===== config.mk =====
export PLATFORM = sky130hd
export DESIGN_NAME = vau_front
export DESIGN_NICKNAME = d
export VERILOG_FILES = /design/src/hdl/vau_pkg.sv /design/src/hdl/vau_front.sv
export SDC_FILE = /design/constraint.sdc
export NUM_CORES = 1
export LEC_CHECK = 0
export BUFFER_PORTS_ARGS = -buffer_cell sky130_fd_sc_hd__buf_2
export CAP_MARGIN = 5
export CORE_ASPECT_RATIO = 0.5
export CORE_MARGIN = 4
export CORE_UTILIZATION = 48
export DETAILED_ROUTE_END_ITERATION = 8
export PLACE_DENSITY = 0.69
export RECOVER_POWER = 25
export SLEW_MARGIN = 20
export SYNTH_ARGS = -nofsm -noshare
export SYNTH_HDL_FRONTEND = slang
export SYNTH_SLANG_ARGS = --single-unit

===== constraint.sdc =====
create_clock -name aclk -period 52.2 [get_ports aclk]
set_clock_uncertainty 0.1 [all_clocks]
set_input_delay 7.83 -clock aclk [delete_from_list [all_inputs] [get_ports aclk]]
set_output_delay 7.83 -clock aclk [all_outputs]
set_load 0.01 [all_outputs]

===== src/hdl/vau_pkg.sv =====
package vau_pkg;

    // Default number of fraction bits in every fixed-point component.
    localparam int DEF_FRAC_BITS = 16;

    // Equality tolerance after reset, in raw fixed-point units.
    localparam logic [15:0] TOL_RESET = 16'd33;

    // Stream widths: six 32-bit components plus a 31-bit length, padded to bytes.
    localparam int IN_W  = 224;
    localparam int OUT_W = 152;
    localparam int MODE_W = 3;

    // Depth of the queue between the front and the back.
    localparam int QUEUE_DEPTH = 2;
    localparam int QPTR_W = $clog2(QUEUE_DEPTH);

    // One root bit per square-root step, one quotient bit per divider step.
    localparam int SQRT_STEPS = 32;
    localparam int DIV_STEPS  = 31;

    typedef enum logic [MODE_W-1:0] {
        OP_ADD   = 3'd0,
        OP_SUB   = 3'd1,
        OP_DOT   = 3'd2,
        OP_CROSS = 3'd3,
        OP_LEN   = 3'd4,
        OP_NORM  = 3'd5,
        OP_EQ    = 3'd6,
        OP_NONE  = 3'd7
    } op_t;

    typedef logic signed [31:0] comp_t;

    // Decoded transaction as it leaves the front.
    typedef struct packed {
        op_t             op;
        comp_t [2:0]     a;
        comp_t [2:0]     b;
        logic [30:0]     target;
        comp_t [2:0]     pre;
        logic            pre_ovf;
        logic            eq;
    } item_t;

    // Partial result carried down the back pipeline.
    typedef struct packed {
        op_t                op;
        comp_t [2:0]        vec;
        logic signed [47:0] scalar;
        logic [30:0]        target;
        logic               eq;
        logic               ovf;
        logic               zero_len;
    } carry_t;

endpackage


===== src/hdl/vau_front.sv =====
module vau_front
    import vau_pkg::*;
(
    input  logic              aclk,
    input  logic              aresetn,
    input  logic              s_tvalid,
    output logic              s_tready,
    input  logic [IN_W-1:0]   s_tdata,
    input  logic [MODE_W-1:0] s_tuser,
    input  logic              cfg_wr_en,
    input  logic [15:0]       cfg_wr_data,
    input  logic              pop,
    output logic              q_valid,
    output item_t             q_item
);

    logic [15:0]     tol_reg;
    item_t           item_in;
    item_t           fifo_mem [QUEUE_DEPTH];
    logic [QPTR_W-1:0] wr_ptr_reg;
    logic [QPTR_W-1:0] rd_ptr_reg;
    logic [QPTR_W:0]   count_reg;
    logic [QPTR_W:0]   count_next;
    logic              push;

    assign push     = s_tvalid && s_tready;
    assign s_tready = (count_reg != (QPTR_W+1)'(QUEUE_DEPTH));
    assign q_valid  = (count_reg != '0);
    assign q_item   = fifo_mem[rd_ptr_reg];

    // Tolerance register; the user must write it only while the block is idle, the block does not enforce this.
    always_ff @(posedge aclk) begin
        if (!aresetn) begin
            tol_reg <= TOL_RESET;
        end else if (cfg_wr_en) begin
            tol_reg <= cfg_wr_data;
        end
    end

    // Decode, finish add and subtract right away, and test each |a-b| against the tolerance.
    always_comb begin
        logic signed [32:0] ext_a;
        logic signed [32:0] ext_b;
        logic signed [32:0] sum;
        logic signed [32:0] diff;
        logic [32:0]        mag;
        logic [31:0]        sat_v;
        logic               sat_hit;
        item_in        = '0;
        item_in.op     = op_t'(s_tuser);
        item_in.target = s_tdata[222:192];
        item_in.eq     = (item_in.op == OP_EQ);
        for (int i = 0; i < 3; i++) begin
            item_in.a[i] = s_tdata[32*i +: 32];
            item_in.b[i] = s_tdata[96 + 32*i +: 32];
            ext_a   = {s_tdata[32*i + 31], s_tdata[32*i +: 32]};
            ext_b   = {s_tdata[96 + 32*i + 31], s_tdata[96 + 32*i +: 32]};
            diff    = ext_a - ext_b;
            sum     = (item_in.op == OP_SUB) ? diff : ext_a + ext_b;
            sat_hit = (sum[32] != sum[31]);
            sat_v   = sat_hit ? {sum[32], {31{~sum[32]}}} : sum[31:0];
            if (item_in.op == OP_ADD || item_in.op == OP_SUB) begin
                item_in.pre[i]  = sat_v;
                item_in.pre_ovf = item_in.pre_ovf | sat_hit;
            end
            mag = diff[32] ? 33'(-diff) : 33'(diff);
            if (mag >= {17'd0, tol_reg}) begin
                item_in.eq = 1'b0;
            end
        end
    end

    // Queue payload storage.
    always_ff @(posedge aclk) begin
        if (push) begin
            fifo_mem[wr_ptr_reg] <= item_in;
        end
    end

    always_comb begin
        count_next = count_reg;
        if (push && !pop) begin
            count_next = count_reg + 1'b1;
        end else if (pop && !push) begin
            count_next = count_reg - 1'b1;
        end
    end

    // Queue pointers and fill level.
    always_ff @(posedge aclk) begin
        if (!aresetn) begin
            wr_ptr_reg <= '0;
            rd_ptr_reg <= '0;
            count_reg  <= '0;
        end else begin
            if (push) begin
                wr_ptr_reg <= wr_ptr_reg + 1'b1;
            end
            if (pop) begin
                rd_ptr_reg <= rd_ptr_reg + 1'b1;
            end
            count_reg <= count_next;
        end
    end

    a_count_bound: assert property (@(posedge aclk) disable iff (!aresetn)
        count_reg <= (QPTR_W+1)'(QUEUE_DEPTH))
        else $error("queue fill level beyond its depth");

    a_push_grows: assert property (@(posedge aclk) disable iff (!aresetn)
        push && !pop |=> count_reg == $past(count_reg) + 1'b1)
        else $error("queue fill level did not grow on a lone push");

endmodule


==> results.json <==
{
  "vdd_drop_max_uv": 28.9,
  "netlist-cell-type-count": 96,
  "startpoint_type": "input port",
  "yosysWarnings": 0,
  "drt_iter0_drc": 2557,
  "status": "finished, final reports clean",
  "ioPinCount": 574,
  "critPathKind": "in2reg",
  "crit_top_cell": "o21a_1",
  "die_x_um": 416,
  "tightestPinTransition_ps": 1210,
  "path_delay_family": "compound AO/OA/AOI/OAI gates",
  "synth_flop_cell": "edfxtp_1",
  "reg2reg_depth": 16,
  "postRouteAntennaNets": 0,
  "synthCells": 3540,
  "dp_hpwl_um": 81200,
  "period_share": 0.277,
  "max_slew_margin": 0.189,
  "first_global_vias": 29400,
  "clock_latency_ps": 630,
  "clock-sinks": 669,
  "cp.required_ps": 52610,
  "busiest_layer": "met2",
  "drt-total-wl_um": 111000,
  "slew_viol_final": 0,
  "max_freq_mhz": 69.2,
  "clockBufferDepth": 3,
  "r2r-end": "fifo_mem[1][0]",
  "core_area_mm2": 0.0821,
  "ys_seq_elements": 669,
  "drive_gt1_frac": 0.215,
  "grt_pass1_wl_um": 168000,
  "powerDensity_mw_per_mm2": 34.9,
  "place_ws_ps": 37280,
  "max-cap-violations": 0,
  "gp_congestion": 0.934,
  "hold_viol": 0,
  "cts_tree": "built",
  "gr-usage-met1": 0.331,
  "r2r-start": "tol_reg[1]",
  "rsz0062_at_grt": "false",
  "setup_ws_ps": 37740,
  "avgSynthCellArea_um2": 11.3,
  "largest_reg_flops": 648,
  "yosys.area.top_type_share": 0.487,
  "nFillCells": 7080,
  "multi_input_area_mm2": 0.0187,
  "route.vias.total": 30200,
  "slowest_stage": "a221oi_1",
  "holdCritStartpoint": "tol_reg[2]",
  "wl_per_cell_um": 21.3,
  "worst-path-buf-inv": 3,
  "p_leak_nw": 17.3,
  "start_util": 0.487,
  "first_pass_iters": 6,
  "crit_fanout": 15,
  "cts_buffers": 60,
  "end_kind": "register",
  "htreeDepth": 2,
  "regArea_mm2": 0.0199,
  "die_height_um": 212,
  "period_needed_ps": 14460,
  "met3_usage": 0.0299,
  "synth-seq-area-share": 0.497,
  "dieArea_mm2": 0.0883,
  "synth_area_leader_cell": "edfxtp_1",
  "cp.arrival_ps": 14870,
  "hold_depth": 2,
  "hold_class": "reg2reg",
  "holdPathEnd": "tol_reg[2]",
  "final.setup.tns_ps": 0,
  "rrSetupSlack_ps": 48300,
  "clk_root_buffer_cell": "clkbuf_16",
  "cts_hold_buf": 0,
  "std_cell_rows": 74,
  "postCtsSetupRepairBufs": 0,
  "cpPeakStageDelay_ps": 460,
  "final-setup-viol-count": 0,
  "async_reset_ff_frac": 0,
  "final_nets": 4516,
  "synth_nets": 4038,
  "via_per_inst": 5.82,
  "post_cts_resized": 0,
  "yosys-top-cells-area": "edfxtp_1 (49%), mux2_2 (9.2%), ha_1 (7.6%)",
  "netlist_area_mm2": 0.0400,
  "area_growth_pct": 14.0,
  "grt_remaining_overflow": 0,
  "drc": 0,
  "track_usage": 0.239,
  "synth_edf_count": 648,
  "grt_use_met2": 0.405,
  "antenna_found_initial": 12,
  "grt_max_degree": 157,
  "path_clk_slew_ps": 80,
  "io_buffers": 572
}
-- report_power, final --
part	total (W)	leakage (nW)	internal (W)	switching, W
Clock	0.000464	0.982	0.000259	0.000204
Sequential	0.000669	6.28	0.000657	0.0000122
Combinational	0.000459	10.0	0.000172	0.000287
-- per-stage QoR --
step / util / area (µm²) / instances / hold slack (ps) / power (W)
2_1_floorplan: - / 40000 / 3540 / 373 / 0.00101
3_3_place_gp: 0.533 / 43800 / 5058 / 383 / 0.00113
3_5_place_dp: 0.533 / 43800 / 5058 / 407 / 0.00114
4_1_cts: 0.558 / 45800 / 5169 / 426 / 0.00160
5_1_grt: 0.555 / 45600 / 5176 / 455 / 0.00167
6_report: 0.555 / 45600 / 5178 / 425 / 0.00159
-- worst register-to-register path, stage by stage, from the launching register on --
cell       delay, ps
dfxtp_1          330
inv_1            110
ha_1             320
nor2b_1          130
o21a_1           160
o21a_1           170
o21a_1           160
o21ai_0          140
nand2b_1          70
a21oi_1          140
o21ai_0          200
a221oi_1         460
o2111ai_1        190
nor4_1           390
nand4_1          180
nor4b_2          300
o211a_1          220
-- cell families after synthesis --
kind of cell,after synthesis,share of synthesized area
adder cells (fa/ha/maj),251,0.0796
XOR/XNOR,218,0.0477
multiplexers,360,0.101
AO/OA/AOI/OAI,865,0.137
AND/OR/NAND/NOR,794,0.101
flip-flops,669,0.497
buffers and inverters,383,0.0368
-- synth_stat cells (all sizes together), types with 54 or more instances --
library cell  number
a21o              54
a21oi            308
clkbuf           148
edfxtp           648
ha               244
inv              205
mux2             327
nand2            177
nand3             55
nor2             220
nor3              64
o21ai            175
xnor2            170
-- routing by layer --
layer,up-vias,routed length (µm)
met1,14900,49100
li1,14200,-
met5,-,0
met2,921,53100
met3,141,6060
met4,0,2270
-- placed cells by master (no fill, tap or decap), types with 24 or more instances in the layout --
cell       netlist  routed
a211oi_1        30      30
clkbuf_1       148     197
o21ai_0        170     166
o21bai_1        29      29
o31ai_1         24      24
a21o_1          54      54
nand3_1         55      55
nor2b_1         43      43
a31oi_1         48      48
a21oi_1        307     307
nand4_1         38      38
ha_1           244     244
nor2_1         220     219
nor3_1          61      61
xnor2_1        170     169
or3_1           31      31
nand2b_1        35      35
clkbuf_16        0      61
and2_1          25      24
mux2_2         327     327
nand2_1        177     176
buf_2           16     379
edfxtp_1       648     648
mux2i_1         32      32
xor2_1          48      46
inv_1          205     205
-- worst max-delay path by stage --
| stage | from | endpoint | slack (ps) | cells after the start |
|---|---|---|---|---|
| 3_3_place_gp | s_tdata[32] | fifo_mem[0][0] | 37400 | 30 |
| 4_1_cts | s_tdata[32] | fifo_mem[1][0] | 37940 | 30 |
| 3_5_place_dp | s_tdata[32] | fifo_mem[1][0] | 37280 | 30 |
| 6_report | s_tdata[32] | fifo_mem[1][0] | 37740 | 30 |
| 5_1_grt | s_tdata[128] | fifo_mem[1][0] | 37290 | 28 |
| 2_1_floorplan | s_tvalid | wr_ptr_reg | 29660 | 3 |
-- area by class of cell --
class | instances | share of cell area
flip-flops and latches | 669 | 0.436
multi-input cells | 2488 | 0.410
repair buffers | 592 | 0.0613
diodes | 9 | 0.000494
inverters | 207 | 0.0170
clock inverters | 45 | 0.0106
well taps | 1102 | 0.0302
clock buffers | 66 | 0.0339
No activity file was read; power rests on OpenSTA's default activity.
